**src/hw/rtl/nggp_pkg.sv**
```systemverilog
`timescale 1ns / 1ps
package nggp_pkg;

    localparam logic [7:0] CH_NL     = 8'h0A;
    localparam logic [7:0] CH_CR     = 8'h0D;
    localparam logic [7:0] CH_DOLLAR = 8'h24;
    localparam logic [7:0] CH_COMMA  = 8'h2C;
    localparam logic [7:0] CH_STAR   = 8'h2A;
    localparam logic [7:0] CH_DOT    = 8'h2E;
    localparam logic [7:0] CH_PLUS   = 8'h2B;
    localparam logic [7:0] CH_MINUS  = 8'h2D;
    localparam logic [7:0] CH_ZERO   = 8'h30;
    localparam logic [7:0] CH_NINE   = 8'h39;
    localparam logic [7:0] CH_UA     = 8'h41;
    localparam logic [7:0] CH_UC     = 8'h43;
    localparam logic [7:0] CH_UG     = 8'h47;
    localparam logic [7:0] CH_UM     = 8'h4D;
    localparam logic [7:0] CH_UN     = 8'h4E;
    localparam logic [7:0] CH_UP     = 8'h50;
    localparam logic [7:0] CH_UR     = 8'h52;
    localparam logic [7:0] CH_US     = 8'h53;
    localparam logic [7:0] CH_UW     = 8'h57;

    // minutes at or above this always saturate the coordinate
    localparam logic [16:0] WHOLE_BIG = 17'd10800;
    localparam logic [23:0] DEG_SCALE = 24'd10000000;
    localparam logic [34:0] LAT_LIMIT = 35'd900000000;
    localparam logic [34:0] LON_LIMIT = 35'd1800000000;

    typedef enum logic [3:0] {
        PH_START  = 4'b0001,
        PH_HEADER = 4'b0010,
        PH_BODY   = 4'b0100,
        PH_SKIP   = 4'b1000
    } phase_t;

    typedef enum logic [1:0] {
        ST_NONE = 2'd0,
        ST_GGA  = 2'd1,
        ST_RMC  = 2'd2
    } stype_t;

    typedef enum logic [2:0] {
        R_NONE   = 3'd0,
        R_COORD  = 3'd1,
        R_HLAT   = 3'd2,
        R_HLON   = 3'd3,
        R_QUAL   = 3'd4,
        R_STATUS = 3'd5
    } role_t;

    typedef enum logic [1:0] {
        MP_WHOLE = 2'd0,
        MP_FRAC  = 2'd1,
        MP_DONE  = 2'd2
    } min_phase_t;

    typedef struct packed {
        logic       latch;
        logic       ok;
        logic       hlat;
        logic       hlon;
        logic       one_char;
        logic [7:0] first_char;
    } coord_ctl_t;

    // quotient / remainder of d * 1e7 / 60, one entry per digit
    function automatic logic [9:0][23:0] build_wq();
        logic [9:0][23:0] r;
        for (int i = 0; i < 10; i++) begin
            r[i] = 24'((i * 10000000) / 60);
        end
        return r;
    endfunction

    function automatic logic [9:0][5:0] build_wr();
        logic [9:0][5:0] r;
        for (int i = 0; i < 10; i++) begin
            r[i] = 6'((i * 10000000) % 60);
        end
        return r;
    endfunction

    // fraction digit j (1..7) of the minutes weighs d * 10^(7-j) / 60
    function automatic logic [7:0][9:0][17:0] build_fq();
        logic [7:0][9:0][17:0] r;
        int p;
        r = '0;
        for (int j = 1; j < 8; j++) begin
            p = 1;
            for (int k = 0; k < 7 - j; k++) begin
                p = p * 10;
            end
            for (int i = 0; i < 10; i++) begin
                r[j][i] = 18'((i * p) / 60);
            end
        end
        return r;
    endfunction

    function automatic logic [7:0][9:0][5:0] build_fr();
        logic [7:0][9:0][5:0] r;
        int p;
        r = '0;
        for (int j = 1; j < 8; j++) begin
            p = 1;
            for (int k = 0; k < 7 - j; k++) begin
                p = p * 10;
            end
            for (int i = 0; i < 10; i++) begin
                r[j][i] = 6'((i * p) % 60);
            end
        end
        return r;
    endfunction

    function automatic logic is_digit(input logic [7:0] c);
        return (c >= CH_ZERO) && (c <= CH_NINE);
    endfunction

    function automatic logic is_blank(input logic [7:0] c);
        return (c == 8'h20) || (c == 8'h09) || (c == 8'h0B) || (c == 8'h0C);
    endfunction

endpackage

```
**src/hw/rtl/nggp_min_acc.sv**
```systemverilog
`timescale 1ns / 1ps
// Minutes accumulator: keeps minutes * 1e7 as quotient and remainder by 60,
// updated one digit per item.
module nggp_min_acc #(
    parameter int FRAC_DIGITS = 5
) (
    input  logic        clk,
    input  logic        rst_n,
    input  logic        clear,
    input  logic        feed,
    input  logic [7:0]  ch,
    output logic [31:0] term,
    output logic        big
);
    import nggp_pkg::*;

    localparam logic [9:0][23:0]      WQ = build_wq();
    localparam logic [9:0][5:0]       WR = build_wr();
    localparam logic [7:0][9:0][17:0] FQ = build_fq();
    localparam logic [7:0][9:0][5:0]  FR = build_fr();

    min_phase_t  phase_reg, phase_next;
    logic [13:0] whole_reg, whole_next;
    logic        big_reg, big_next;
    logic [31:0] q_reg, q_next;
    logic [5:0]  r_reg, r_next;
    logic [2:0]  fc_reg, fc_next;

    logic [3:0]  d;
    logic [16:0] w17;
    logic [9:0]  t;
    logic [3:0]  c;
    logic [35:0] q10;
    logic [2:0]  j;
    logic [6:0]  rs;

    assign d = ch[3:0] - CH_ZERO[3:0];

    always_comb
    begin
        phase_next = phase_reg;
        whole_next = whole_reg;
        big_next   = big_reg;
        q_next     = q_reg;
        r_next     = r_reg;
        fc_next    = fc_reg;
        w17 = 17'(whole_reg) * 17'd10 + 17'(d);
        t   = 10'(r_reg) * 10'd10 + 10'(WR[d]);
        c   = '0;
        for (int k = 1; k <= 10; k++) begin
            if (t >= 10'(60 * k)) begin
                c = 4'(k);
            end
        end
        q10 = {q_reg, 3'b000} + {3'b000, q_reg, 1'b0};
        j   = 3'(fc_reg + 3'd1);
        rs  = 7'(r_reg) + 7'(FR[j][d]);
        if (clear)
        begin
            phase_next = MP_WHOLE;
            whole_next = '0;
            big_next   = 1'b0;
            q_next     = '0;
            r_next     = '0;
            fc_next    = '0;
        end
        else if (feed)
        begin
            case (phase_reg)
                MP_WHOLE:
                begin
                    if (is_digit(ch))
                    begin
                        if (!big_reg)
                        begin
                            if (w17 >= WHOLE_BIG)
                            begin
                                big_next = 1'b1;
                            end
                            else
                            begin
                                whole_next = w17[13:0];
                                q_next = 32'(q10) + 32'(WQ[d]) + 32'(c);
                                r_next = 6'(t - 10'(c) * 10'd60);
                            end
                        end
                    end
                    else if (ch == CH_DOT)
                    begin
                        phase_next = MP_FRAC;
                    end
                    else
                    begin
                        phase_next = MP_DONE;
                    end
                end
                MP_FRAC:
                begin
                    if (is_digit(ch))
                    begin
                        if ({1'b0, fc_reg} < 4'(FRAC_DIGITS))
                        begin
                            fc_next = j;
                            if (!big_reg)
                            begin
                                if (rs >= 7'd60)
                                begin
                                    q_next = q_reg + 32'(FQ[j][d]) + 32'd1;
                                    r_next = 6'(rs - 7'd60);
                                end
                                else
                                begin
                                    q_next = q_reg + 32'(FQ[j][d]);
                                    r_next = rs[5:0];
                                end
                            end
                        end
                    end
                    else
                    begin
                        phase_next = MP_DONE;
                    end
                end
                default:
                begin
                end
            endcase
        end
    end

    always_ff @(posedge clk or negedge rst_n)
    begin
        if (!rst_n)
        begin
            phase_reg <= MP_WHOLE;
            whole_reg <= '0;
            big_reg   <= 1'b0;
            q_reg     <= '0;
            r_reg     <= '0;
            fc_reg    <= '0;
        end
        else
        begin
            phase_reg <= phase_next;
            whole_reg <= whole_next;
            big_reg   <= big_next;
            q_reg     <= q_next;
            r_reg     <= r_next;
            fc_reg    <= fc_next;
        end
    end

    // round to nearest, halves up
    assign term = q_reg + 32'(r_reg >= 6'd30);
    assign big  = big_reg;

endmodule

```
**src/hw/rtl/nggp_coord.sv**
```systemverilog
`timescale 1ns / 1ps
// Latches a coordinate field and turns it into a signed 1e-7 degree value
// when the hemisphere field closes.
module nggp_coord (
    input  logic                  clk,
    input  logic                  rst_n,
    input  nggp_pkg::coord_ctl_t  ctl,
    input  logic [6:0]            deg2,
    input  logic [9:0]            deg3,
    input  logic [31:0]           term2,
    input  logic                  big2,
    input  logic [31:0]           term3,
    input  logic                  big3,
    output logic [31:0]           pending_lat,
    output logic [31:0]           pending_lon
);
    import nggp_pkg::*;

    logic        ok_reg;
    logic [29:0] degs2_reg;
    logic [33:0] degs3_reg;
    logic [31:0] term2_reg, term3_reg;
    logic        big2_reg, big3_reg;
    logic [31:0] plat_reg, plon_reg;

    logic        split3, neg, big;
    logic [34:0] mag, limit, sat;
    logic [31:0] coord;

    always_comb
    begin
        split3 = !(ctl.one_char && (ctl.first_char == CH_UN || ctl.first_char == CH_US));
        neg    = ctl.one_char && (ctl.first_char == CH_US || ctl.first_char == CH_UW);
        limit  = ctl.hlat ? LAT_LIMIT : LON_LIMIT;
        if (split3)
        begin
            mag = 35'(degs3_reg) + 35'(term3_reg);
            big = big3_reg;
        end
        else
        begin
            mag = 35'(degs2_reg) + 35'(term2_reg);
            big = big2_reg;
        end
        sat = (big || mag > limit) ? limit : mag;
        if (!ok_reg)
        begin
            coord = '0;
        end
        else if (neg)
        begin
            coord = 32'(-sat);
        end
        else
        begin
            coord = sat[31:0];
        end
    end

    always_ff @(posedge clk or negedge rst_n)
    begin
        if (!rst_n)
        begin
            ok_reg    <= 1'b0;
            degs2_reg <= '0;
            degs3_reg <= '0;
            term2_reg <= '0;
            term3_reg <= '0;
            big2_reg  <= 1'b0;
            big3_reg  <= 1'b0;
            plat_reg  <= '0;
            plon_reg  <= '0;
        end
        else
        begin
            if (ctl.latch)
            begin
                ok_reg    <= ctl.ok;
                degs2_reg <= 30'(deg2) * 30'(DEG_SCALE);
                degs3_reg <= 34'(deg3) * 34'(DEG_SCALE);
                term2_reg <= term2;
                term3_reg <= term3;
                big2_reg  <= big2;
                big3_reg  <= big3;
            end
            if (ctl.hlat)
            begin
                plat_reg <= coord;
            end
            if (ctl.hlon)
            begin
                plon_reg <= coord;
            end
        end
    end

    assign pending_lat = plat_reg;
    assign pending_lon = plon_reg;

endmodule

```
**src/hw/rtl/nmea_gga_rmc_position_parser.sv**
```systemverilog
`timescale 1ns / 1ps
// NMEA GGA / RMC position parser.
// Input stream: one received character per item on s_axis_tdata.
// Output stream: one item per accepted $GPGGA or $GPRMC line of at least
// seven fields, issued for the newline byte. tdata carries latitude and
// longitude in 1e-7 degrees (south / west negative, saturated) and the fix
// flag; tuser is the sentence kind (0 GGA, 1 RMC).
// Throughput: one character per cycle when not stalled. Every character is
// decoded in the cycle it is accepted; minutes are kept as quotient and
// remainder by 60, updated one digit per character, so no divider is needed.
// Latency: the result item is valid the cycle after its newline is accepted.
// The output register decouples the sides: input is taken while the output
// is empty or being taken in the same cycle, so a stalled receiver holds the
// pending result and stops input only while that result waits.
// Reset clears the line state, the stored position and the fix flag; the
// output is empty after reset.
module nmea_gga_rmc_position_parser #(
    parameter int FRAC_DIGITS = 5,
    parameter int MAX_FIELDS  = 15
) (
    input  logic        clk,
    input  logic        rst_n,
    input  logic        s_axis_tvalid,
    output logic        s_axis_tready,
    input  logic [7:0]  s_axis_tdata,   // rx_byte
    output logic        m_axis_tvalid,
    input  logic        m_axis_tready,
    output logic [63:0] m_axis_tdata,   // latitude[30:0], longitude[62:31], has_fix[63]
    output logic [0:0]  m_axis_tuser    // sentence_kind
);
    import nggp_pkg::*;

    phase_t      phase_reg, phase_next;
    logic [2:0]  hpos_reg, hpos_next;
    stype_t      stype_reg, stype_next;
    logic [3:0]  fn_reg, fn_next;
    logic [2:0]  flen_reg, flen_next;
    logic        dot_reg, dot_next;
    logic [7:0]  first_reg, first_next;
    logic        dstop_reg, dstop_next;
    logic [6:0]  deg2_reg, deg2_next;
    logic [9:0]  deg3_reg, deg3_next;
    logic [1:0]  qph_reg, qph_next;
    logic        qneg_reg, qneg_next;
    logic        qnz_reg, qnz_next;
    logic        status_reg, status_next;
    logic        qual_reg, qual_next;
    logic [31:0] lat_reg, lat_next;
    logic [31:0] lon_reg, lon_next;
    logic        fix_reg, fix_next;
    logic        mvalid_reg, mvalid_next;
    logic [63:0] mdata_reg, mdata_next;
    logic        muser_reg, muser_next;

    logic        accept;
    logic [7:0]  c;
    logic [3:0]  d;
    logic        hok;
    logic        clr;
    logic        feed;
    role_t       role;
    coord_ctl_t  cctl;
    logic [31:0] term2, term3, plat, plon;
    logic        big2, big3;

    assign s_axis_tready = !mvalid_reg || m_axis_tready;
    assign accept = s_axis_tvalid && s_axis_tready;
    assign c = s_axis_tdata;
    assign d = c[3:0] - CH_ZERO[3:0];

    always_comb
    begin
        role = R_NONE;
        case (fn_reg)
            4'd2: role = (stype_reg == ST_GGA) ? R_COORD : R_STATUS;
            4'd3: role = (stype_reg == ST_GGA) ? R_HLAT : R_COORD;
            4'd4: role = (stype_reg == ST_GGA) ? R_COORD : R_HLAT;
            4'd5: role = (stype_reg == ST_GGA) ? R_HLON : R_COORD;
            4'd6: role = (stype_reg == ST_GGA) ? R_QUAL : R_HLON;
            default: role = R_NONE;
        endcase
    end

    always_comb
    begin
        phase_next  = phase_reg;
        hpos_next   = hpos_reg;
        stype_next  = stype_reg;
        fn_next     = fn_reg;
        flen_next   = flen_reg;
        dot_next    = dot_reg;
        first_next  = first_reg;
        dstop_next  = dstop_reg;
        deg2_next   = deg2_reg;
        deg3_next   = deg3_reg;
        qph_next    = qph_reg;
        qneg_next   = qneg_reg;
        qnz_next    = qnz_reg;
        status_next = status_reg;
        qual_next   = qual_reg;
        lat_next    = lat_reg;
        lon_next    = lon_reg;
        fix_next    = fix_reg;
        mvalid_next = mvalid_reg && !m_axis_tready;
        mdata_next  = mdata_reg;
        muser_next  = muser_reg;
        clr  = 1'b0;
        feed = 1'b0;
        hok  = 1'b0;
        cctl = '0;
        cctl.ok = (flen_reg >= 3'd6) && dot_reg;
        cctl.one_char = (flen_reg == 3'd1);
        cctl.first_char = first_reg;

        if (accept && c != CH_CR)
        begin
            if (c == CH_NL)
            begin
                if (phase_reg == PH_BODY && fn_reg >= 4'd7)
                begin
                    if (stype_reg == ST_GGA)
                    begin
                        lat_next = plat;
                        lon_next = plon;
                        fix_next = qual_reg;
                    end
                    else if (status_reg)
                    begin
                        lat_next = plat;
                        lon_next = plon;
                        fix_next = 1'b1;
                    end
                    else
                    begin
                        fix_next = 1'b0;
                    end
                    mvalid_next = 1'b1;
                    mdata_next  = {fix_next, lon_next, lat_next[30:0]};
                    muser_next  = (stype_reg == ST_RMC);
                end
                phase_next = PH_START;
            end
            else
            begin
                case (phase_reg)
                    PH_START:
                    begin
                        if (!is_blank(c))
                        begin
                            if (c == CH_DOLLAR)
                            begin
                                phase_next = PH_HEADER;
                                hpos_next  = 3'd1;
                                stype_next = ST_NONE;
                            end
                            else
                            begin
                                phase_next = PH_SKIP;
                            end
                        end
                    end
                    PH_HEADER:
                    begin
                        case (hpos_reg)
                            3'd1: hok = (c == CH_UG);
                            3'd2: hok = (c == CH_UP);
                            3'd3:
                            begin
                                hok = (c == CH_UG) || (c == CH_UR);
                                stype_next = (c == CH_UG) ? ST_GGA :
                                             (c == CH_UR) ? ST_RMC : ST_NONE;
                            end
                            3'd4: hok = (stype_reg == ST_GGA && c == CH_UG) ||
                                        (stype_reg == ST_RMC && c == CH_UM);
                            3'd5: hok = (stype_reg == ST_GGA && c == CH_UA) ||
                                        (stype_reg == ST_RMC && c == CH_UC);
                            default: hok = 1'b0;
                        endcase
                        if (!hok)
                        begin
                            phase_next = PH_SKIP;
                        end
                        else
                        begin
                            hpos_next = 3'(hpos_reg + 3'd1);
                            if (hpos_reg == 3'd5)
                            begin
                                phase_next = PH_BODY;
                                fn_next = '0;
                                clr = 1'b1;
                            end
                        end
                    end
                    PH_BODY:
                    begin
                        if (fn_reg < 4'(MAX_FIELDS))
                        begin
                            if (c == CH_COMMA || c == CH_STAR)
                            begin
                                case (role)
                                    R_COORD:  cctl.latch = 1'b1;
                                    R_HLAT:   cctl.hlat = 1'b1;
                                    R_HLON:   cctl.hlon = 1'b1;
                                    R_QUAL:   qual_next = qnz_reg && !qneg_reg;
                                    R_STATUS: status_next = (flen_reg == 3'd1) &&
                                                            (first_reg == CH_UA);
                                    default:
                                    begin
                                    end
                                endcase
                                fn_next = 4'(fn_reg + 4'd1);
                                clr = 1'b1;
                            end
                            else
                            begin
                                feed = 1'b1;
                                if (flen_reg == 3'd0)
                                begin
                                    first_next = c;
                                end
                                if (flen_reg != 3'd7)
                                begin
                                    flen_next = 3'(flen_reg + 3'd1);
                                end
                                if (c == CH_DOT)
                                begin
                                    dot_next = 1'b1;
                                end
                                if (flen_reg < 3'd3)
                                begin
                                    if (!dstop_reg && is_digit(c))
                                    begin
                                        if (flen_reg < 3'd2)
                                        begin
                                            deg2_next = 7'(deg2_reg * 7'd10 + 7'(d));
                                        end
                                        deg3_next = 10'(deg3_reg * 10'd10 + 10'(d));
                                    end
                                    else
                                    begin
                                        dstop_next = 1'b1;
                                    end
                                end
                                // quality: blanks, optional sign, then digits
                                if (qph_reg == 2'd0 && is_blank(c))
                                begin
                                end
                                else if (qph_reg == 2'd0 && (c == CH_PLUS || c == CH_MINUS))
                                begin
                                    qneg_next = (c == CH_MINUS);
                                    qph_next  = 2'd1;
                                end
                                else if (qph_reg < 2'd2 && is_digit(c))
                                begin
                                    qph_next = 2'd1;
                                    if (c != CH_ZERO)
                                    begin
                                        qnz_next = 1'b1;
                                    end
                                end
                                else
                                begin
                                    qph_next = 2'd2;
                                end
                            end
                        end
                    end
                    default:
                    begin
                    end
                endcase
            end
        end

        if (clr)
        begin
            flen_next  = '0;
            dot_next   = 1'b0;
            first_next = '0;
            dstop_next = 1'b0;
            deg2_next  = '0;
            deg3_next  = '0;
            qph_next   = '0;
            qneg_next  = 1'b0;
            qnz_next   = 1'b0;
        end
    end

    nggp_min_acc #(
        .FRAC_DIGITS(FRAC_DIGITS)
    ) u_min2 (
        .clk   (clk),
        .rst_n (rst_n),
        .clear (clr),
        .feed  (feed && flen_reg >= 3'd2),
        .ch    (c),
        .term  (term2),
        .big   (big2)
    );

    nggp_min_acc #(
        .FRAC_DIGITS(FRAC_DIGITS)
    ) u_min3 (
        .clk   (clk),
        .rst_n (rst_n),
        .clear (clr),
        .feed  (feed && flen_reg >= 3'd3),
        .ch    (c),
        .term  (term3),
        .big   (big3)
    );

    nggp_coord u_coord (
        .clk         (clk),
        .rst_n       (rst_n),
        .ctl         (cctl),
        .deg2        (deg2_reg),
        .deg3        (deg3_reg),
        .term2       (term2),
        .big2        (big2),
        .term3       (term3),
        .big3        (big3),
        .pending_lat (plat),
        .pending_lon (plon)
    );

    always_ff @(posedge clk or negedge rst_n)
    begin
        if (!rst_n)
        begin
            phase_reg  <= PH_START;
            hpos_reg   <= '0;
            stype_reg  <= ST_NONE;
            fn_reg     <= '0;
            flen_reg   <= '0;
            dot_reg    <= 1'b0;
            first_reg  <= '0;
            dstop_reg  <= 1'b0;
            deg2_reg   <= '0;
            deg3_reg   <= '0;
            qph_reg    <= '0;
            qneg_reg   <= 1'b0;
            qnz_reg    <= 1'b0;
            status_reg <= 1'b0;
            qual_reg   <= 1'b0;
            lat_reg    <= '0;
            lon_reg    <= '0;
            fix_reg    <= 1'b0;
            mvalid_reg <= 1'b0;
        end
        else
        begin
            phase_reg  <= phase_next;
            hpos_reg   <= hpos_next;
            stype_reg  <= stype_next;
            fn_reg     <= fn_next;
            flen_reg   <= flen_next;
            dot_reg    <= dot_next;
            first_reg  <= first_next;
            dstop_reg  <= dstop_next;
            deg2_reg   <= deg2_next;
            deg3_reg   <= deg3_next;
            qph_reg    <= qph_next;
            qneg_reg   <= qneg_next;
            qnz_reg    <= qnz_next;
            status_reg <= status_next;
            qual_reg   <= qual_next;
            lat_reg    <= lat_next;
            lon_reg    <= lon_next;
            fix_reg    <= fix_next;
            mvalid_reg <= mvalid_next;
        end
    end

    always_ff @(posedge clk)
    begin
        mdata_reg <= mdata_next;
        muser_reg <= muser_next;
    end

    assign m_axis_tvalid   = mvalid_reg;
    assign m_axis_tdata    = mdata_reg;
    assign m_axis_tuser[0] = muser_reg;

    // only a newline can start a new result item
    a_nl_only: assert property (@(posedge clk) disable iff (!rst_n)
        (accept && s_axis_tdata != CH_NL) |=> !$rose(m_axis_tvalid))
        else $error("result item raised without newline");

    a_lat_range: assert property (@(posedge clk) disable iff (!rst_n)
        m_axis_tvalid |-> ($signed(m_axis_tdata[30:0]) <= 31'sd900000000 &&
                           $signed(m_axis_tdata[30:0]) >= -31'sd900000000))
        else $error("latitude out of range");

    a_fields: assert property (@(posedge clk) disable iff (!rst_n)
        fn_reg <= 4'(MAX_FIELDS))
        else $error("field count past limit");

    a_gga_fix: assert property (@(posedge clk) disable iff (!rst_n)
        (mvalid_next && !mvalid_reg && stype_reg == ST_GGA) |-> (fix_next == qual_reg))
        else $error("GGA fix not taken from quality");

endmodule

```
**config.mk**
```make
export PLATFORM = sky130hd
export DESIGN_NAME = nmea_gga_rmc_position_parser
export DESIGN_NICKNAME = d
export VERILOG_FILES = /design/src/hw/rtl/nggp_pkg.sv /design/src/hw/rtl/nggp_min_acc.sv /design/src/hw/rtl/nggp_coord.sv /design/src/hw/rtl/nmea_gga_rmc_position_parser.sv
export SDC_FILE = /design/constraint.sdc
export NUM_CORES = 2
export LEC_CHECK = 0
export BUFFER_PORTS_ARGS = -buffer_cell sky130_fd_sc_hd__buf_2
export CELL_PAD_IN_SITES_DETAIL_PLACEMENT = 1
export CELL_PAD_IN_SITES_GLOBAL_PLACEMENT = 1
export CORE_MARGIN = 5
export CORE_UTILIZATION = 55
export CTS_BUF_LIST = sky130_fd_sc_hd__clkbuf_4 sky130_fd_sc_hd__clkbuf_8
export DETAILED_ROUTE_END_ITERATION = 12
export PLACE_DENSITY = 0.92
export SYNTH_ARGS = -nofsm -noshare
export SYNTH_HDL_FRONTEND = slang
export SYNTH_SLANG_ARGS = --single-unit
```
**constraint.sdc**
```tcl
create_clock -name clk -period 14.5 [get_ports clk]
set_clock_uncertainty 0.05 [all_clocks]
set_input_delay 0.725 -clock clk [delete_from_list [all_inputs] [get_ports clk]]
set_output_delay 0.725 -clock clk [all_outputs]
set_load 0.1 [all_outputs]
```
==> summary by stage <==
Critical path
The maximum fanout along the worst path is 39. The maximum single-stage delay on the critical path is slightly above 0.8 ns. For the worst flop-to-flop path, the logic depth is 30. The sort of element at the end of the critical path is a flip-flop.

The worst endpoint data arrival time is roughly 10 ns. The setup slack of the worst register-to-register path is 5.12 ns. The data required time at the worst endpoint is ~15 ns. In this design, the largest share of critical-path delay is due to simple AND/OR/NAND/NOR gates. The class of the most critical setup path is flip-flop to flip-flop. The worst setup path is launched from a flip-flop. On the critical path, the stage with the largest delay is an instance of clkinv_1. The endpoint identified for the worst register-to-register timing path is u_coord.pending_lon[26]. In this run the critical register-to-register path is launched from stype_reg[0]. The number of buffers and inverters on the critical path is 5.

Die
The die height is roughly 300 um. The die covers 88,880 um2. Row generation in the floorplan step produced 105 rows.

The die is a little under 300 um wide. The area of the core is 82,240 um2. The boundary pin count is between 70 and 80.

The starting density of the core is between 50% and 60%.

STA
The post-route clock period utilization is ~65%. The final number of hold-violating endpoints is 0. The maximum achievable frequency is 106.7 MHz.

The final-report setup violation count is 0. The max-slew headroom at the worst pin is between 10% and 20%. Summed over all failing endpoints, the final setup total negative slack is 0 ns. The slew at the pin with the worst max-slew slack is roughly 1.3 ns. Setup repair after global routing left no endpoint under its margin. The number of max-slew violations in the final report is 0. The worst path needs ~9.4 ns of the cycle, external delays included.

Power
Summed over all cells, the static leakage comes to between 20 and 25 nW. The cell area power density is 67.08 nW/um2. VDD sags by at most about 67 uV.

Hold path
The type of the tightest min-delay check is input port to asynchronous set/reset pin.

Yosys
The dominant synthesized flop cell is dfrtp_1. The number of distinct library cells after synthesis is a little over 100. The number of register bits inferred by synthesis is 474.

The number of cells produced by synthesis is roughly 5,300. In the post-synthesis netlist, the biggest area contributors are dfrtp_1 22%, ha_1 15%, xnor2_1 5.2%. The number of synthesized flops with an enable pin is 65. Of the synthesized area, sequential elements account for a little over a quarter. The top-area cell type share of the netlist area is 22.36%. The most used standard cell by instance count after synthesis is ha_1. The biggest area contributor in the post-synthesis netlist is dfrtp_1. The cell area after technology mapping is 45,660 um2. The async set-reset flop share out of synthesis is 86.29%.

Counting every net in the synthesized netlist gives approximately 6,000. The commonest cells after synthesis are 547 x ha_1, 517 x nand2_1, 414 x o21ai_0, 410 x nor2_1, 408 x dfrtp_1. The mean area per synthesized cell is 8.586 um2. The warning count from the yosys run is 0.

Final layout
The share of layout cells above drive strength 1 is 9.777%. The number of filler instances in the final layout is 9,659. The area growth from synthesis to layout is 7.232%. Excluding fillers, the count of instances in the completed layout stands at ~6,500. The register with the most flip-flops in the layout has 64 of them. The number of nets in the layout is roughly 6,000.

Route
The count of unresolved DRC violations after routing is 0. The number of vias in the routed layout is approximately 43,000. The detail route stage leaves a number of antenna-violating nets equal to 0. The number of vias per cell is around 6.7. The routed length per instance is between 20 and 30 um. The violation count after the first detailed-route iteration is 4,037.

For this run, the detailed router's first-pass iteration total came to 9. The final wirelength is roughly 170,000 um.

Clock tree
In this run, post-CTS hold repair placed 0 buffers. The CTS tree is done. The maximum count of clock buffers along a single path is 3. The number of gates resized after CTS was 0. The total CTS buffers is a little under 90. Clock tree synthesis found a total of about 470 sinks. After clock tree synthesis, the clock-pin slew on the worst setup and hold paths is about 0.080 ns. The H-tree was split into 3 levels. In this run the post-CTS setup repair buffer count came out at 0. The cell chosen for the clock root is clkbuf_8. For the worst-skew pair, the clock arrives at the later sink with an insertion delay of ~0.78 ns.

Global routing
Entering global routing, the biggest net connects 112 pins. The via count of the first global-routing pass is roughly 46,000. The number of antenna violations at the first check in global routing is 6. The total grt overflow is 0. In the global route stage, overall resource usage came out at approximately 37%. The first global-routing pass estimated between 200,000 and 300,000 um of wire.

Status
The run finished with clean final reports.

Job
The tool flagged a number of max-cap violations equal to 0.

Placement
The congestion estimate from routability-driven global placement came to 0.9554. The number of placed instances, taps included, is about 6,300. The number of buffer cells added on primary ports is just under 80.

The HPWL after detailed placement is roughly 120,000 um.
-- placed cells by master, fill, tap and decap left out, types with 40 or more instances in the layout --
cell,n
mux2_2,175
nand2_1,517
fa_1,108
ha_1,547
o21ai_0,414
nand2b_1,59
dfrtp_1,408
nor3_1,103
buf_4,42
clkbuf_8,104
o21a_1,40
xor2_1,138
nor2b_1,60
mux2i_1,57
nand3_1,188
inv_1,361
a31oi_1,47
nor2_1,408
edfxtp_1,65
a211oi_1,70
and3_1,44
a21oi_1,368
xnor2_1,270
buf_2,76
a21o_1,78
-- worst register-to-register path: cells and delay by family (launching register included) --
kind                       cells  cell delay [ns]
adders and majority gates      2             0.98
muxes                          2             0.48
and+or+nand+nor               12             3.75
DFF                            1             0.38
AOI/OAI and AO/OA              9             2.36
buffers and inverters          5             1.31
-- area by class of cell --
class	count	area (um2)	share of cell area [%]
repair buffers	119	710.7	1.452
well taps	1070	1339	2.734
multi-input cells	4268	31340	64.01
inverters	363	1363	2.783
clock buffers	136	1672	3.414
flip-flops and latches	474	12190	24.89
clock inverters	20	336.6	0.6874
diodes	6	15.01	0.03067
-- layer usage --
metal	wire [um]	global-route usage, %	up-vias
met1	64170	43.89	21500
met4	13040	23.41	0
li1	-	-	18950
met3	11960	6.400	741
met5	0	0	-
met2	81000	62.67	2122
-- per-stage QoR --
step                instance area (um2)  setup WS (ns)  power, W  utilization, %  hold slack, ns
global route                      48950          4.691  0.003383           59.52         0.06814
CTS                               48950          5.551  0.003285           59.51         0.01467
detailed placement                46940          4.988  0.001744           57.07          0.4214
floorplan                         45660          5.713  0.001614               -          0.3794
finish                            48960          5.124  0.003284           59.53         0.01166
global placement                  46940          5.288  0.001722           57.07          0.4102
-- cell families (layout without fill, tap and decap cells) --
kind of cell	Yosys count	count (layout)	synth area share, %
AOI/OAI and AO/OA	1351	1351	18.43
DFF	474	474	26.69
other	0	6	0
muxes	232	232	5.566
adders and majority gates	656	656	19.75
xor gates and xnor gates	409	409	7.876
and+or+nand+nor	1620	1620	16.91
buffers and inverters	576	638	4.779
-- worst max path at each step --
stage / slack (ns) / start / cells after the start / to
after global placement: 5.29 / s_axis_tdata[1] / 32 / u_min2.q_reg[30]
after detailed placement: 4.99 / s_axis_tdata[1] / 36 / u_min3.q_reg[30]
final: 5.12 / stype_reg[0] / 30 / u_coord.pending_lon[26]
after CTS: 5.55 / stype_reg[0] / 30 / u_coord.pending_lon[26]
after floorplan: 5.71 / s_axis_tdata[0] / 35 / u_min2.q_reg[30]
after global routing: 4.69 / stype_reg[0] / 30 / u_coord.pending_lat[26]
-- where the power goes --
group / internal [W] / leakage [nW] / switching [W]
sequential: 0.00135 / 6.41 / 0.00000693
combinational: 0.000128 / 16.3 / 0.000250
clock: 0.000866 / 1.06 / 0.000685
No activity file was read; power rests on OpenSTA's default activity.
